===== src/design/bchm_pkg.sv =====
// Shared types and constants for the button change heat map.
`timescale 1ns / 1ps

package bchm_pkg;

  localparam int MAX_FRAMES_DEF = 4096;
  localparam int MAX_PADS_DEF   = 4;
  localparam int BUTTONS        = 8;
  localparam int ROW_W          = 4 * BUTTONS;
  localparam int FRAME_W        = 12;

  typedef enum logic [1:0] {
    OP_MARK = 2'd0,
    OP_FADE = 2'd1,
    OP_FILL = 2'd2,
    OP_READ = 2'd3
  } op_t;

  typedef struct packed {
    op_t                operation;
    logic [FRAME_W-1:0] frame;
    logic [1:0]         pad;
    logic [7:0]         mine;
    logic [7:0]         theirs;
    logic [4:0]         button;
  } in_word_t;

  typedef struct packed {
    logic [3:0] heat;
    logic [7:0] diff_bits;
  } out_word_t;

  typedef struct packed {
    logic        map_enable;
    logic [1:0]  pad_mode;
    logic [12:0] frame_count;
  } cfg_t;

endpackage


===== src/design/bchm_regs.sv =====
// Configuration register file behind the APB-style port.
`timescale 1ns / 1ps

module bchm_regs
  import bchm_pkg::*;
(
  input  logic        clk,
  input  logic        rst_n,
  input  logic        cfg_psel,
  input  logic        cfg_penable,
  input  logic        cfg_pwrite,
  input  logic [3:0]  cfg_paddr,
  input  logic [31:0] cfg_pwdata,
  output logic [31:0] cfg_prdata,
  output logic        cfg_pready,
  output cfg_t        cfg
);

  localparam logic [1:0] REG_ENABLE = 2'd0;
  localparam logic [1:0] REG_PADS   = 2'd1;
  localparam logic [1:0] REG_FRAMES = 2'd2;

  cfg_t cfg_r;
  logic wr_acc;

  assign cfg_pready = 1'b1;
  assign wr_acc     = cfg_psel & cfg_penable & cfg_pwrite;
  assign cfg        = cfg_r;

  always_ff @(posedge clk) begin
    if (!rst_n) begin
      cfg_r <= '0;
    end else if (wr_acc) begin
      case (cfg_paddr[3:2])
        REG_ENABLE: cfg_r.map_enable  <= cfg_pwdata[0];
        REG_PADS:   cfg_r.pad_mode    <= cfg_pwdata[1:0];
        REG_FRAMES: cfg_r.frame_count <= cfg_pwdata[12:0];
        default:    ;
      endcase
    end
  end

  always_comb begin
    case (cfg_paddr[3:2])
      REG_ENABLE: cfg_prdata = {31'd0, cfg_r.map_enable};
      REG_PADS:   cfg_prdata = {30'd0, cfg_r.pad_mode};
      REG_FRAMES: cfg_prdata = {19'd0, cfg_r.frame_count};
      default:    cfg_prdata = 32'd0;
    endcase
  end

endmodule


===== config.mk =====
export PLATFORM = sky130hd
export DESIGN_NAME = bchm_regs
export DESIGN_NICKNAME = d
export VERILOG_FILES = /design/src/design/bchm_pkg.sv /design/src/design/bchm_regs.sv
export SDC_FILE = /design/constraint.sdc
export NUM_CORES = 1
export LEC_CHECK = 0
export BUFFER_PORTS_ARGS = -buffer_cell sky130_fd_sc_hd__buf_2
export CAP_MARGIN = 20
export CORE_MARGIN = 3
export CORE_UTILIZATION = 35
export CTS_BUF_LIST = sky130_fd_sc_hd__clkbuf_8
export DETAILED_ROUTE_END_ITERATION = 12
export PLACE_DENSITY_LB_ADDON = 0.08
export SLEW_MARGIN = 5
export SYNTH_ARGS = -nofsm -noshare
export SYNTH_HDL_FRONTEND = slang
export SYNTH_SLANG_ARGS = --single-unit
export TNS_END_PERCENT = 30

===== constraint.sdc =====
create_clock -name clk -period 1.7 [get_ports clk]
set_clock_uncertainty 0.15 [all_clocks]
set_input_delay 0.425 -clock clk [delete_from_list [all_inputs] [get_ports clk]]
set_output_delay 0.425 -clock clk [all_outputs]
set_load 0.1 [all_outputs]

==> run metrics <==
Layout area overhead 60.00%; drc violations 0; # fillers ~240; Tmin final 1.722 ns; Yosys cell types 18; layout cell share with drive strength beyond 1 between 50% and 60%; worst hold-check path type in2reg; vias ~800; flip-flop and latch area around 350 µm²; core footprint roughly 2500 µm²; Routed WL approximately 2.1 mm; vias in the first global route between 700 and 800; Netlist Area Pre-Place slightly above 900 µm²; hold buffer count at CTS 0; total track usage 13.22%; multi-input logic area approximately 550 µm²; fmax ~0.58 GHz; CP Capture Type primary output; Avg Inst Size Synth 8.631 µm²; outcome finished with violations; gp weighted congestion about 0.76; setup ws final -0.02186 ns; Slew Viols, Final 0; CTS sink count 16; final hold vios 0; TritonCTS buffer count 3; first-pass GRT wire length around 3.4 mm; initial core utilization between 30% and 40%; Ports 90; clk buf depth 2; GR Util met1 around 15%; met3 Use GR between 5 and 6%; FF+latch count, synth 16; gr busiest metal met2; worst-skew pair later-pin latency around 0.25 ns; Internal 0.0005914 W; hold path startpoint cfg_pwdata[2]; CTS tree built; antenna violations before repair 0; grt met2 use between 20% and 30%; full die area roughly 3300 µm²; crit share post-route 101.3%; Clk pin slew, worst setup/hold paths roughly 0.060 ns; critical path type in2out; R2R Path Start cfg[15]$_SDFFE_PN0P_; violated checks negative setup slack; ANT nets after route 0; H-Tree Depth 1; leakage approximately 0.7 nW; Seq pwr share about two fifths; die span in y just under 60 µm; pwr dens roughly 670 nW/µm²; Die Span X just under 60 µm; Clock Root Buffer clkbuf_8; Detailed Place HPWL around 1.6 mm; vias per inst ~4.3; largest fanout on the critical path 6; number of flip-flops in the largest register 16; CP peak stage delay 0.22 ns; number of warnings issued by yosys 0; unrepaired setup endpoints after global routing yes; pre-CTS setup slack -0.2611 ns; Seq/Total Area, Yosys about a third; GRT overflow 0; ANT cells 0; NetSw 0.0004068 W; fin util about three fifths; Nets approximately 200; max_cap viols 0; Setup Viol. Count Final 7; # port buffers 48; Detailed Routing Iterations Pass 1 3; Net Sw Frac between 40% and 50%; FP Rows 18; WL/cell between 10 and 15 µm; launching element type of the critical path input port; crit path cell chain buf_8, nor2b_4, buf_6, a22o_4, buf_12; Worst VDD drop just under 0.0006 V; combinational power share between 30% and 40%; WP data required around 1.1 ns; largest net degree at the start of global routing 17; Clk pwr share ~28%; Worst Setup SP cfg_paddr[3]; Arrival @ worst endpoint 1.15 ns; slowest CP cell a22o_4; Cells after Synth ~110; First DRT Iteration DRCs 23
[timing repair]
item | 4_1_cts | 5_1_grt
resized for setup | 13 | 1
setup buffers | 2 | 0
endpoints found under the setup margin | 13 | 13
pin swaps | 2 | 1
endpoints found under the hold margin | 0 | 0
[power groups by stage]
| stage | Combinational, W | Clock, W | Sequential (W) |
|---|---|---|---|
| after global placement | 0.000321 | 0 | 0.000389 |
| after detailed placement | 0.000323 | 0 | 0.000389 |
| after CTS | 0.000334 | 0.000289 | 0.000381 |
| after floorplan | 0.000274 | 0 | 0.000425 |
| final | 0.000336 | 0.000281 | 0.000381 |
| after global routing | 0.000348 | 0.000307 | 0.000382 |
[cells in the mapped netlist]
| cell | number | area share [%] |
|---|---|---|
| a22o_1 | 1 | 0.94 |
| and2_1 | 11 | 7.4 |
| and2b_1 | 1 | 0.81 |
| buf_2 | 2 | 1.1 |
| buf_4 | 20 | 16 |
| buf_8 | 1 | 1.6 |
| clkbuf_1 | 2 | 0.81 |
| conb_1 | 2 | 0.81 |
| dfxtp_1 | 16 | 34 |
| mux2i_1 | 16 | 17 |
| nand2_1 | 29 | 12 |
| nand3_2 | 1 | 1.1 |
| nor2b_2 | 1 | 0.94 |
| nor3b_1 | 1 | 0.81 |
| nor3b_4 | 1 | 2.0 |
| o21ai_0 | 1 | 0.54 |
| o311ai_0 | 1 | 0.94 |
| o41ai_1 | 1 | 0.94 |
[worst max-delay path, delay by kind of cell]
family | cells | cell delay, ns
buffers and inverters | 3 | 0.38
AOI/OAI and AO/OA | 1 | 0.22
and+or+nand+nor | 1 | 0.12
[kinds of logic (layout without fill, tap and decap cells)]
logic type             Yosys count  after routing  synth area share, %
AO/OA/AOI/OAI                    4              4                3.356
buffers and inverters           25             58                19.60
flip-flops                      16             16                34.36
multiplexers                    16             16                17.18
other                            2             20               0.8057
AND/OR/NAND/NOR                 45             45                24.70
[through the flow]
step	setup TNS, ns	instances	hold slack [ns]	cell area [µm²]	total power [W]
after detailed placement	-3.155	183	0.2990	1388	0.0007124
after floorplan	-1.660	126	0.3663	1055	0.0006989
final	-0.06831	189	0.2623	1491	0.0009982
after global placement	-2.810	183	0.2930	1388	0.0007100
after CTS	-0.05929	189	0.2613	1488	0.001005
after global routing	-0.4237	189	0.2772	1491	0.001038
[layout make-up]
| cell class | count | share of cell area, % |
|---|---|---|
| multi-input combinational | 85 | 36.66 |
| clock inverter | 1 | 0.2517 |
| sequential | 16 | 23.15 |
| tap | 30 | 2.517 |
| clock buffer | 3 | 2.768 |
| timing repair buffer | 54 | 34.65 |
[path summary, 6_finish.rpt]
check / depth (start not counted) / endpoint / slack, ns
max: 5 / cfg_prdata[1] / -0.02
min: 3 / cfg[2]$_SDFFE_PN0P_ / 0.26
max reg2reg: 2 / cfg[15]$_SDFFE_PN0P_ / 0.87
min reg2reg: 2 / cfg[12]$_SDFFE_PN0P_ / 0.31
[layout by cell type (no fill, tap or decap), drive strengths merged, types with 2 or more instances in the layout]
cell type / Yosys / routed
nor3b: 2 / 2
buf: 23 / 54
and2: 11 / 11
conb: 2 / 20
mux2i: 16 / 16
dfxtp: 16 / 16
nand2: 29 / 29
clkbuf: 2 / 3
[metal layers]
metal  up-vias  routed length, µm
li1        407                  -
met1       374                814
met2        39               1021
met3         2                218
met4         0                 25
met5         -                  0
Power figures use the tool's default switching activity.
