$ cat src/design/bchm_pkg.sv
// Shared types and constants for the button change heat map.
`timescale 1ns / 1ps

package bchm_pkg;

  localparam int MAX_FRAMES_DEF = 4096;
  localparam int MAX_PADS_DEF   = 4;
  localparam int BUTTONS        = 8;
  localparam int ROW_W          = 4 * BUTTONS;
  localparam int FRAME_W        = 12;

  typedef enum logic [1:0] {
    OP_MARK = 2'd0,
    OP_FADE = 2'd1,
    OP_FILL = 2'd2,
    OP_READ = 2'd3
  } op_t;

  typedef struct packed {
    op_t                operation;
    logic [FRAME_W-1:0] frame;
    logic [1:0]         pad;
    logic [7:0]         mine;
    logic [7:0]         theirs;
    logic [4:0]         button;
  } in_word_t;

  typedef struct packed {
    logic [3:0] heat;
    logic [7:0] diff_bits;
  } out_word_t;

  typedef struct packed {
    logic        map_enable;
    logic [1:0]  pad_mode;
    logic [12:0] frame_count;
  } cfg_t;

endpackage

$ cat src/design/bchm_seq.sv
// Operation sequencer: clearing pass, row read-modify-write, fill and fade sweeps, result register.
`timescale 1ns / 1ps

module bchm_seq
  import bchm_pkg::*;
#(
  parameter int MAX_FRAMES = MAX_FRAMES_DEF,
  parameter int MAX_PADS   = MAX_PADS_DEF,
  parameter int ROWS       = MAX_FRAMES * MAX_PADS,
  parameter int ROW_AW     = (ROWS > 1) ? $clog2(ROWS) : 1
) (
  input  logic              clk,
  input  logic              rst_n,
  input  cfg_t              cfg,
  input  logic              in_valid,
  output logic              in_stall,
  input  in_word_t          in_word,
  output logic              out_valid,
  input  logic              out_stall,
  output out_word_t         out_word,
  output logic              rd_en,
  output logic [ROW_AW-1:0] rd_addr,
  input  logic [ROW_W-1:0]  rd_data,
  output logic              wr_en,
  output logic [ROW_AW-1:0] wr_addr,
  output logic [ROW_W-1:0]  wr_data
);

  localparam logic [ROW_AW-1:0] ROW_LAST = ROW_AW'(ROWS - 1);

  typedef enum logic [2:0] {
    S_CLEAR,
    S_IDLE,
    S_RMW,
    S_FILL,
    S_FADE,
    S_HOLD
  } state_t;

  state_t            state_r, state_nxt;
  op_t               op_r, op_nxt;
  logic              hit_r, hit_nxt;
  logic [7:0]        diff_r, diff_nxt;
  logic [2:0]        nib_r, nib_nxt;
  logic [2:0]        pads_r, pads_nxt;
  logic [1:0]        fill_cnt_r, fill_cnt_nxt;
  logic [ROW_AW-1:0] cnt_r, cnt_nxt;
  logic [ROW_AW-1:0] wr_addr_r, wr_addr_nxt;
  logic              rd_vld_r, rd_vld_nxt;
  logic              issued_r, issued_nxt;
  out_word_t         res_r, res_nxt;
  logic              out_valid_r, out_valid_nxt;
  out_word_t         out_word_r, out_word_nxt;

  logic              can_push;
  logic              fin;
  out_word_t         res;
  logic [2:0]        pads;
  logic              frame_ok;
  logic [1:0]        rd_pad;

  function automatic logic [ROW_AW-1:0] row_addr(input logic [FRAME_W-1:0] f,
                                                 input logic [1:0] p);
    logic [31:0] full;
    full = 32'(f) * 32'(MAX_PADS) + 32'(p);
    return full[ROW_AW-1:0];
  endfunction

  function automatic logic [ROW_W-1:0] nibble_mask(input logic [BUTTONS-1:0] bits);
    logic [ROW_W-1:0] m;
    m = '0;
    for (int i = 0; i < BUTTONS; i++) begin
      if (bits[i]) m[4*i +: 4] = 4'hF;
    end
    return m;
  endfunction

  // Every nonzero nibble drops by one: OR-fold each nibble into its low bit.
  function automatic logic [ROW_W-1:0] fade_row(input logic [ROW_W-1:0] v);
    logic [ROW_W-1:0] t;
    logic [ROW_W-1:0] ones;
    t = v | (v >> 1);
    t = t | (t >> 2);
    ones = '0;
    for (int i = 0; i < BUTTONS; i++) begin
      ones[4*i] = 1'b1;
    end
    return v - (t & ones);
  endfunction

  always_comb begin
    logic [2:0] p;
    case (cfg.pad_mode)
      2'd0:    p = 3'd1;
      2'd1:    p = 3'd2;
      default: p = 3'd4;
    endcase
    pads = (32'(p) > 32'(MAX_PADS)) ? 3'(MAX_PADS) : p;
  end

  assign frame_ok = ({1'b0, in_word.frame} < cfg.frame_count) &&
                    (32'(in_word.frame) < 32'(MAX_FRAMES));
  assign rd_pad   = (in_word.operation == OP_READ) ? in_word.button[4:3] : in_word.pad;
  assign can_push = !out_valid_r || !out_stall;

  assign in_stall  = (state_r != S_IDLE);
  assign out_valid = out_valid_r;
  assign out_word  = out_word_r;

  always_comb begin
    state_nxt    = state_r;
    op_nxt       = op_r;
    hit_nxt      = hit_r;
    diff_nxt     = diff_r;
    nib_nxt      = nib_r;
    pads_nxt     = pads_r;
    fill_cnt_nxt = fill_cnt_r;
    cnt_nxt      = cnt_r;
    wr_addr_nxt  = wr_addr_r;
    rd_vld_nxt   = rd_vld_r;
    issued_nxt   = issued_r;
    res_nxt      = res_r;
    out_word_nxt = out_word_r;
    out_valid_nxt = out_stall ? out_valid_r : 1'b0;

    rd_en   = 1'b0;
    rd_addr = row_addr(in_word.frame, rd_pad);
    wr_en   = 1'b0;
    wr_addr = wr_addr_r;
    wr_data = '0;
    fin     = 1'b0;
    res     = '0;

    case (state_r)
      S_CLEAR: begin
        wr_en   = 1'b1;
        wr_addr = cnt_r;
        if (cnt_r == ROW_LAST) begin
          state_nxt = S_IDLE;
        end else begin
          cnt_nxt = cnt_r + 1'b1;
        end
      end

      S_IDLE: begin
        if (in_valid) begin
          rd_en  = (in_word.operation == OP_MARK) || (in_word.operation == OP_READ);
          op_nxt = in_word.operation;
          case (in_word.operation)
            OP_MARK: begin
              diff_nxt    = in_word.mine ^ in_word.theirs;
              hit_nxt     = cfg.map_enable && frame_ok && ({1'b0, in_word.pad} < pads);
              wr_addr_nxt = row_addr(in_word.frame, in_word.pad);
              state_nxt   = S_RMW;
            end
            OP_READ: begin
              hit_nxt   = cfg.map_enable && frame_ok &&
                          ({1'b0, in_word.button[4:3]} < pads);
              nib_nxt   = in_word.button[2:0];
              state_nxt = S_RMW;
            end
            OP_FILL: begin
              hit_nxt      = frame_ok;
              pads_nxt     = pads;
              fill_cnt_nxt = 2'd0;
              wr_addr_nxt  = row_addr(in_word.frame, 2'd0);
              state_nxt    = S_FILL;
            end
            OP_FADE: begin
              cnt_nxt    = '0;
              issued_nxt = 1'b0;
              rd_vld_nxt = 1'b0;
              state_nxt  = S_FADE;
            end
            default: ;
          endcase
        end
      end

      S_RMW: begin
        fin = 1'b1;
        if (op_r == OP_MARK) begin
          wr_en         = hit_r;
          wr_data       = rd_data | nibble_mask(diff_r);
          res.diff_bits = diff_r;
        end else if (hit_r) begin
          res.heat = rd_data[{nib_r, 2'b00} +: 4];
        end
      end

      S_FILL: begin
        wr_en        = hit_r;
        wr_data      = '1;
        wr_addr_nxt  = wr_addr_r + 1'b1;
        fill_cnt_nxt = fill_cnt_r + 1'b1;
        fin          = ({1'b0, fill_cnt_r} == pads_r - 3'd1);
      end

      S_FADE: begin
        // Read row n while row n-1 is written back; the two never collide.
        rd_en   = !issued_r;
        rd_addr = cnt_r;
        wr_en   = rd_vld_r;
        wr_data = fade_row(rd_data);
        rd_vld_nxt = !issued_r;
        if (!issued_r) begin
          wr_addr_nxt = cnt_r;
          if (cnt_r == ROW_LAST) begin
            issued_nxt = 1'b1;
          end else begin
            cnt_nxt = cnt_r + 1'b1;
          end
        end
        fin = issued_r && rd_vld_r;
      end

      S_HOLD: begin
        if (can_push) begin
          out_valid_nxt = 1'b1;
          out_word_nxt  = res_r;
          state_nxt     = S_IDLE;
        end
      end

      default: state_nxt = S_IDLE;
    endcase

    if (fin) begin
      if (can_push) begin
        out_valid_nxt = 1'b1;
        out_word_nxt  = res;
        state_nxt     = S_IDLE;
      end else begin
        res_nxt   = res;
        state_nxt = S_HOLD;
      end
    end
  end

  always_ff @(posedge clk) begin
    if (!rst_n) begin
      state_r     <= S_CLEAR;
      cnt_r       <= '0;
      out_valid_r <= 1'b0;
      rd_vld_r    <= 1'b0;
      issued_r    <= 1'b0;
    end else begin
      state_r     <= state_nxt;
      cnt_r       <= cnt_nxt;
      out_valid_r <= out_valid_nxt;
      rd_vld_r    <= rd_vld_nxt;
      issued_r    <= issued_nxt;
    end
  end

  always_ff @(posedge clk) begin
    op_r       <= op_nxt;
    hit_r      <= hit_nxt;
    diff_r     <= diff_nxt;
    nib_r      <= nib_nxt;
    pads_r     <= pads_nxt;
    fill_cnt_r <= fill_cnt_nxt;
    wr_addr_r  <= wr_addr_nxt;
    res_r      <= res_nxt;
    out_word_r <= out_word_nxt;
  end

endmodule

$ cat config.mk
export PLATFORM = sky130hd
export DESIGN_NAME = bchm_seq
export DESIGN_NICKNAME = d
export VERILOG_FILES = /design/src/design/bchm_pkg.sv /design/src/design/bchm_seq.sv
export SDC_FILE = /design/constraint.sdc
export NUM_CORES = 1
export LEC_CHECK = 0
export BUFFER_PORTS_ARGS = -buffer_cell sky130_fd_sc_hd__buf_2
export CORE_MARGIN = 2
export CORE_UTILIZATION = 55
export DETAILED_ROUTE_END_ITERATION = 16
export HOLD_SLACK_MARGIN = 0.1
export PLACE_DENSITY = 0.95
export SYNTH_ARGS = -nofsm -noshare
export SYNTH_HDL_FRONTEND = slang
export SYNTH_SLANG_ARGS = --single-unit
$ cat constraint.sdc
create_clock -name clk -period 3.4 [get_ports clk]
set_clock_uncertainty 0.15 [all_clocks]
set_input_delay 0.34 -clock clk [delete_from_list [all_inputs] [get_ports clk]]
set_output_delay 0.34 -clock clk [all_outputs]
set_load 0.02 [all_outputs]
==> impl_metrics.yaml, run 1 <==
run_status:
  status: "complete, no violations"
setup_path:
  cp-start-kind: "input port"
  crit_path_top_delay_cell: "or4b_2"
  crit_chain: "buf_2 > or2_4 > nor3_2 > ha_1 > nor4b_1 > or4b_2 > o21ai_1 > xor2_1 > o2111ai_2 > buf_2"
  arrival_ns: 2.88
  ff2ff_setup_slack_ns: 0.63
  crit_type: "in -> out"
  r2r-start: "state_r[2]"
  crit_top_cell: "buf_2"
  crit_buf_inv: 2
  r2r-end: "out_word[11]"
  cpPeakStageDelay_ns: 0.63
  crit_family: "simple AND/OR/NAND/NOR gates"
  critPathCaptureType: "output port"
  cp_max_fo: 3
  cp_data_required_time_ns: 2.91
  rr_worst_depth: 6
hold_path:
  min-delay-start: "in_word[35]"
  hold_path_end: "op_r[0]"
  min_path_type: "in -> reg"
  hold_depth: 1
die:
  die_width_um: 111.7
  coreArea_mm2: 0.01137
  die_y_um: 111.7
  num_rows: 39
  ios: 165
  start_util_pct: 56.06
  dieArea_mm2: 0.01247
yosys:
  ys.flop_type: "edfxtp_1"
  syn_area_per_cell_um2: 8.431
  synth_top_area_cell: "edfxtp_1"
  synth.top_cell.area_share_pct: 21.20
  synth-edff-count: 45
  yosysUniqueCellTypes: 73
  yosysWarningCount: 0
  yosysMostFrequentCell: "nor2_1"
  netlist_top_cells_count: "nor2_1, nand2_1, clkbuf_1"
  synthArstFlopShare_pct: 0
  synth.area.top_cells: "edfxtp_1, dfxtp_1, ha_1"
  ys_seq_elements: 77
  synth_area_mm2: 0.006374
  synth_nets: 875
  syn_inst: 756
  yosysSeqAreaShare_pct: 31.25
power:
  p_leak_nw: 3.656
  vdd_drop_max_v: 0.0002629
  total_power_mw: 2.652
  cellPowerDensity_mw_per_mm2: 330.7
route:
  initialDrtViolationCount: 853
  vias: 6861
  ant_nets: 0
  drc: 0
  wl_per_cell_um: 19.17
  viasPerCell: 6.312
  dr.pass1.iters: 5
  drt_wl_total_um: 20840
clock_network:
  cts_sinks: 77
  postCtsSetupBuffers: 0
  cts_tree: "built"
  clk_latency_ns: 0.34
  cts_buffers: 9
  cts-root-buf: "clkbuf_16"
  clockBufferDepth: 2
  clk_pin_slew_ns: 0.06
  h-tree-depth: 3
global_route:
  grt_antenna_before_repair: 2
  grt_overflow_total: 0
  grt_start_max_net_pins: 34
  grt_pass1_vias: 6361
  grt_pass1_wl_um: 32470
  grt_util_all_layers_pct: 32.43
place:
  gp_congestion: 1.050
  dp_hpwl_um: 15610
  port_buffers: 164
  place_inst: 1064
timing:
  drv_slew: 0
  worstMarginPinSlew_ns: 0.7649
  hold_viol_final: 0
  setup_viol: 0
  layout_min_cycle_time_ns: 3.366
  slew_headroom_pct: 48.33
  fmax_mhz: 297.1
  rsz0062_at_grt: "true"
  finalCritPeriodShare_pct: 98.99
finish:
  stdcell_count: 1087
  final_nets: 1056
  syn_to_final_growth_pct: 25.81
  drive_gt1_share_pct: 30.68
  nFillCells: 883
job:
  maxCapViolCount: 0
-- cell usage in the layout, fill, tap and decap left out, drive strengths merged, types with 17 or more instances in the layout --
| cell type | synthesis | layout |
|---|---|---|
| buf | 6 | 217 |
| nor2 | 83 | 83 |
| nand2 | 74 | 74 |
| o21ai | 47 | 47 |
| a21oi | 45 | 45 |
| edfxtp | 45 | 45 |
| inv | 36 | 38 |
| dfxtp | 32 | 32 |
| xor2 | 31 | 31 |
| ha | 30 | 30 |
| o211ai | 21 | 21 |
| mux2i | 20 | 20 |
| mux2 | 17 | 17 |
| nor3 | 17 | 17 |
-- per-stage QoR --
stage	instance area (µm²)	TNS, ns	util [%]	setup WS (ns)	hold WS, ns
after floorplan	6381	0	-	0.0008606	0.2889
after global placement	7589	-0.007049	66.74	-0.007049	0.3689
after detailed placement	7589	0	66.74	0.01014	0.3704
after CTS	7939	0	69.83	0.006084	0.1037
after global routing	8019	-0.07120	70.53	-0.04283	0.1110
final	8019	0	70.53	0.03440	0.1093
-- power by group --
| part | switching (mW) | internal, mW | leakage (nW) |
|---|---|---|---|
| logic | 0.342 | 0.252 | 2.83 |
| clock network | 0.412 | 0.577 | 0.145 |
| registers | 0.0320 | 1.04 | 0.684 |
| total | 0.786 | 1.87 | 3.66 |
-- worst register-to-register path: cells and delay by family, from the launching register on --
family	cells	cell delay [ns]
AND/OR/NAND/NOR	3	0.58
AO/OA/AOI/OAI	3	1.35
flip-flops	1	0.63
-- worst max-delay path by stage --
stage / cells past startpoint / slack, ns / from / end
CTS: 11 / 0.006 / rd_data[22] / wr_data[28]
global route: 10 / -0.04 / rd_data[0] / wr_data[25]
finish: 10 / 0.03 / rd_data[22] / wr_data[26]
global placement: 10 / -0.007 / rd_data[22] / wr_data[26]
floorplan: 10 / 0.0009 / rd_data[21] / wr_data[28]
detailed placement: 11 / 0.01 / rd_data[22] / wr_data[28]
-- final cells by class --
cell class	count	area (µm²)	area share, %
Multi-Input combinational cell	591	4136	51.58
Tap cell	143	178.9	2.231
Clock buffer	10	229.0	2.855
Timing Repair Buffer	222	1271	15.85
Inverter	36	135.1	1.685
Antenna cell	2	5.005	0.06241
Clock inverter	6	71.32	0.8894
Sequential cell	77	1992	24.84
-- routing by layer --
layer | wire (µm) | global-route usage [%] | up-vias
met3 | 2596 | 6.696 | 60
met1 | 8513 | 46.15 | 3164
met4 | 704 | 11.77 | 0
met5 | 0 | 0 | -
li1 | - | - | 3161
met2 | 9024 | 49.05 | 476
-- sequential cells by signal, indices dropped and copies added (netlist names) --
name and cells:
cnt_r 14, wr_addr_r 14, out_word 12, res_r 12, diff_r 8, nib_r 3, pads_r 3, state_r 3
fill_cnt_r 2, op_r 2, hit_r 1, issued_r 1, out_valid 1, rd_vld_r 1
-- kinds of logic (layout without fill, tap and decap cells) --
kind of cell,count (synthesis),after routing,synth area share (%)
buffers and inverters,88,274,5.202
muxes,45,45,8.971
adders and majority gates,30,30,5.889
and+or+nand+nor,278,278,21.97
AOI/OAI and AO/OA,194,194,20.67
xor gates and xnor gates,44,44,6.046
DFF,77,77,31.25
other,0,2,0
-- timing repair --
| action | CTS | global route |
|---|---|---|
| endpoints found under the setup margin | 0 | 9 |
| gates resized for setup | 0 | 18 |
| endpoints found under the hold margin | 5 | 0 |
| hold buffers | 5 | 0 |
No activity file was read; power rests on OpenSTA's default activity.
==> run 2, diff against run 1 <==
--- a/config.mk
+++ b/config.mk
@@ -10,7 +10,7 @@
 export CORE_UTILIZATION = 55
 export DETAILED_ROUTE_END_ITERATION = 16
 export HOLD_SLACK_MARGIN = 0.1
-export PLACE_DENSITY = 0.95
+export PLACE_DENSITY = 0.93
 export SYNTH_ARGS = -nofsm -noshare
 export SYNTH_HDL_FRONTEND = slang
 export SYNTH_SLANG_ARGS = --single-unit
==> impl_metrics.yaml, run 2 (same netlist as run 1, synthesis figures left out) <==
run_status:
  status: "complete, no violations"
route:
  dr.pass1.iters: 5
  viasPerCell: 6.322
  drc: 0
  drt_wl_total_um: 20480
  initialDrtViolationCount: 914
  wl_per_cell_um: 18.91
  ant_nets: 0
  vias: 6847
die:
  coreArea_mm2: 0.01137
  ios: 165
  num_rows: 39
  start_util_pct: 56.06
  die_y_um: 111.7
  dieArea_mm2: 0.01247
  die_width_um: 111.7
hold_path:
  hold_depth: 2
  min_path_type: "in -> reg"
  min-delay-start: "rst_n"
  hold_path_end: "rd_vld_r"
power:
  p_leak_nw: 3.671
  cellPowerDensity_mw_per_mm2: 341.7
  vdd_drop_max_v: 0.0005573
  total_power_mw: 2.757
  p_clk_share_pct: 39.8
  switchingPower_mw: 0.7706
  power.internal_mw: 1.987
  p_seq_share_pct: 38.7
  power_frac_comb_pct: 21.5
  switching_share_pct: 27.95
timing:
  timing.final.ws_setup_ns: 0.05883
  hold_viol_final: 0
  setup_viol: 0
  setup_tns_ns: 0
  whs_ns: 0.1349
  worstMarginPinSlew_ns: 0.8547
  fmax_mhz: 299.3
  finalCritPeriodShare_pct: 98.27
  drv_slew: 0
  slew_headroom_pct: 42.96
  rsz0062_at_grt: "true"
  layout_min_cycle_time_ns: 3.341
finish:
  stdcell_count: 1083
  nFillCells: 893
  syn_to_final_growth_pct: 26.60
  fin_util_pct: 70.97
  layout_common_cells: "buf_2, nor2_1, nand2_1, buf_4"
  stdcell_area_mm2: 0.008069
  final_nets: 1052
  drive_gt1_share_pct: 30.38
  final_common_cell: "buf_2"
  top_regs: "cnt_r: 14 flops, wr_addr_r: 14 flops"
setup_path:
  ff2ff_setup_slack_ns: 0.71
  cp_max_fo: 5
  cp-start-kind: "input port"
  critPathCaptureType: "output port"
  r2r-end: "out_word[11]"
  rr_worst_depth: 6
  r2r-start: "state_r[2]"
  cp_data_required_time_ns: 2.91
  crit_type: "in -> out"
  arrival_ns: 2.85
place:
  dp_hpwl_um: 15400
  port_buffers: 164
  gp_congestion: 1.037
  place_inst: 1059
  placed_area_mm2: 0.007551
  place_ws_ns: -0.01508
clock_network:
  clockBufferDepth: 2
  cts_sinks: 77
  cts_tree: "built"
  cts-root-buf: "clkbuf_16"
  clk_latency_ns: 0.35
  postCtsSetupBuffers: 0
  clk_pin_slew_ns: 0.06
  h-tree-depth: 3
  cts_buffers: 9
global_route:
  grt_pass1_vias: 6360
  grt_pass1_wl_um: 32180
  grt_start_max_net_pins: 34
  grt_util_all_layers_pct: 32.28
  grt_overflow_total: 0
  grt_antenna_before_repair: 2
job:
  maxCapViolCount: 0
## run 2: worst max-delay path: stages
cell and delay [ns]:
buf_2 0.12, or4_1 0.52, ha_1 0.24, or4b_4 0.28, a2111oi_4 0.09, o311a_1 0.38, o41ai_2 0.27, buf_4 0.17
xor2_1 0.14, o211ai_1 0.09, buf_2 0.19
## run 2: final cells by class
type	count	area (µm²)	area share, %
Multi-Input combinational cell	591	4164	51.60
Inverter	36	135.1	1.675
Clock buffer	13	302.8	3.753
Tap cell	143	178.9	2.217
Clock inverter	3	45.04	0.5582
Timing Repair Buffer	218	1246	15.44
Sequential cell	77	1992	24.69
Antenna cell	2	5.005	0.06203
## run 2: power by group through the flow
| stage | registers [mW] | clock network [mW] | logic, mW |
|---|---|---|---|
| after global routing | 1.07 | 1.15 | 0.640 |
| after CTS | 1.07 | 1.10 | 0.574 |
| after detailed placement | 1.09 | 0 | 0.562 |
| after floorplan | 1.14 | 0 | 0.271 |
| final | 1.07 | 1.10 | 0.594 |
| after global placement | 1.09 | 0 | 0.552 |
## run 2: repair_timing
action | in CTS | in global routing
cloned | 0 | 0
hold buffers | 6 | 0
setup endpoints to repair | 1 | 20
pin swaps | 0 | 5
gates resized for setup | 1 | 19
hold endpoints to repair | 6 | 0
## run 2: how the worst max path moves through the flow
stage                        to  cells after the start        start  slack, ns
global placement    wr_data[31]                     10  rd_data[26]      -0.02
CTS                 wr_data[28]                     11  rd_data[22]       0.03
global route        wr_data[26]                     11   rd_data[0]      -0.03
floorplan           wr_data[28]                     10  rd_data[21]     0.0009
detailed placement  wr_data[31]                     11   rd_data[0]      -0.02
finish              wr_data[31]                     11   rd_data[0]       0.06
## run 2: routing by layer
layer	up-vias	wire [µm]	track usage, %
met5	-	0	0
met4	0	798	13.58
met3	68	2693	10.78
met2	464	8726	46.34
met1	3170	8265	44.70
li1	3145	-	-
==> run 3, diff against run 2 <==
==> config.mk (replaced) <==
export PLATFORM = sky130hd
export DESIGN_NAME = bchm_seq
export DESIGN_NICKNAME = d
export VERILOG_FILES = /design/src/design/bchm_pkg.sv /design/src/design/bchm_seq.sv
export SDC_FILE = /design/constraint.sdc
export NUM_CORES = 1
export LEC_CHECK = 0
export CORE_MARGIN = 2
export CORE_UTILIZATION = 65
export DETAILED_ROUTE_END_ITERATION = 16
export DONT_BUFFER_PORTS = 1
export HOLD_SLACK_MARGIN = 0.1
export PLACE_DENSITY = 0.91
export SYNTH_ARGS = -nofsm -noshare
export SYNTH_HDL_FRONTEND = slang
export SYNTH_SLANG_ARGS = --single-unit
==> impl_metrics.yaml, run 3 (same netlist as run 1, synthesis figures left out) <==
run_status:
  status: "complete, no violations"
finish:
  syn_to_final_growth_pct: 12.88
  nFillCells: 716
  final_nets: 899
  stdcell_count: 918
  multi_input_area_mm2: 0.004108
  fin_util_pct: 74.64
  regArea_mm2: 0.001992
  top_regs: "cnt_r: 14 flops, wr_addr_r: 14 flops"
  n_antenna_cell: 0
  layout_common_cells: "nor2_1, nand2_1, a21oi_1, edfxtp_1, o21ai_0"
  final_common_cell: "nor2_1"
  drive_gt1_share_pct: 13.12
timing:
  layout_min_cycle_time_ns: 3.367
  slew_headroom_pct: 46.20
  hold_viol_final: 0
  worstMarginPinSlew_ns: 0.7985
  setup_viol: 0
  finalCritPeriodShare_pct: 99.02
  whs_ns: 0.1214
  drv_slew: 0
  setup_tns_ns: 0
  fmax_mhz: 297.0
route:
  wl_per_cell_um: 22.54
  viasPerCell: 6.963
  initialDrtViolationCount: 645
  drt_wl_total_um: 20690
  dr.pass1.iters: 7
  vias: 6392
  drc: 0
  ant_nets: 0
setup_path:
  crit_type: "in -> out"
  cp-start-kind: "input port"
  arrival_ns: 2.88
  cp_data_required_time_ns: 2.91
  cp_max_fo: 10
  critPathCaptureType: "output port"
power:
  cellPowerDensity_mw_per_mm2: 317.6
  power.internal_mw: 1.622
  p_leak_nw: 2.925
  vdd_drop_max_v: 0.0002723
  power_frac_comb_pct: 16.5
  p_seq_share_pct: 49.9
  switching_share_pct: 29.01
  p_clk_share_pct: 33.6
  switchingPower_mw: 0.6629
die:
  start_util_pct: 66.12
  dieArea_mm2: 0.01061
  die_width_um: 103.0
  die_y_um: 103.0
  ios: 165
  coreArea_mm2: 0.009639
  num_rows: 36
clock_network:
  clk_latency_ns: 0.36
  clockBufferDepth: 2
  cts_sinks: 77
  cts-root-buf: "clkbuf_8"
  h-tree-depth: 3
  postCtsSetupBuffers: 0
  cts_tree: "built"
  cts_buffers: 9
  clk_pin_slew_ns: 0.09
global_route:
  grt_use_met1_pct: 49.32
  grt_antenna_before_repair: 0
  grt_use_met2_pct: 60.54
  grt_start_max_net_pins: 37
  grt_util_all_layers_pct: 37.81
  grt_overflow_total: 0
  grt_busiest_layer: "met2"
  grt_pass1_wl_um: 30790
  grt_pass1_vias: 5995
  use_met3_pct: 10.10
place:
  gp_congestion: 1.026
  dp_hpwl_um: 14840
  port_buffers: 0
  place_inst: 875
hold_path:
  min_path_type: "in -> reg"
job:
  maxCapViolCount: 0
## run 3: cell count changes in the layout (fill, tap and decap cells not counted), moves of 3 or more
cell	change
buf_2	-162
dlygate4sd3_1	+21
buf_4	-13
clkbuf_16	-10
clkbuf_8	+8
nor4_1	+3
nor4_2	-3
## run 3: critical path, stage by stage
cell and delay (ns):
or2_2 0.30, nor3_2 0.11, ha_1 0.15, or4b_1 0.48
or4b_4 0.56, a211oi_2 0.24, nor3_1 0.09, xnor2_1 0.23
o211ai_1 0.15, buf_4 0.22
## run 3: routing by layer
metal | share of wire, % | vias to the layer above | wire (µm)
met5 | 0 | - | 0
met4 | 3.0 | 0 | 626
met3 | 12 | 65 | 2442
met2 | 47 | 434 | 9641
met1 | 39 | 3052 | 7977
li1 | - | 2841 | -
## run 3: final timing paths
path,depth (start not counted),from,slack [ns],to
worst min-delay path,2,in_word[28],0.12,wr_addr_r[7]
worst min register to register,2,res_r[1],0.41,out_word[1]
worst max register to register,7,state_r[0],0.68,cnt_r[13]
worst max-delay path,10,rd_data[22],0.03,wr_data[28]
## run 3: power by group through the flow
stage	Sequential [mW]	Combinational, mW	Clock [mW]
after floorplan	1.14	0.271	0
after global placement	1.16	0.317	0
after detailed placement	1.16	0.331	0
after CTS	1.14	0.365	0.775
after global routing	1.15	0.407	0.801
final	1.14	0.377	0.768
## run 3: stage by stage
| step | power, mW | cell area [µm²] | setup slack [ns] |
|---|---|---|---|
| 6_report | 2.285 | 7194 | 0.03322 |
| 5_1_grt | 2.357 | 7194 | -0.03105 |
| 4_1_cts | 2.280 | 7151 | 0.06509 |
| 3_5_place_dp | 1.491 | 6655 | 0.08521 |
| 3_3_place_gp | 1.476 | 6655 | 0.1176 |
| 2_1_floorplan | 1.414 | 6381 | 0.0008606 |
## run 3: cell type report
class | count | area share (%)
clock buffers | 11 | 2.261
clock inverters | 5 | 0.8696
flip-flops and latches | 77 | 27.69
well taps | 133 | 2.313
inverters | 36 | 1.878
multi-input cells | 591 | 57.10
repair buffers | 65 | 7.896
## run 3: repair_timing
| item | CTS | global route |
|---|---|---|
| gates resized for setup | 0 | 7 |
| hold buffers | 27 | 0 |
| endpoints found under the hold margin | 25 | 0 |
| endpoints found under the setup margin | 0 | 3 |
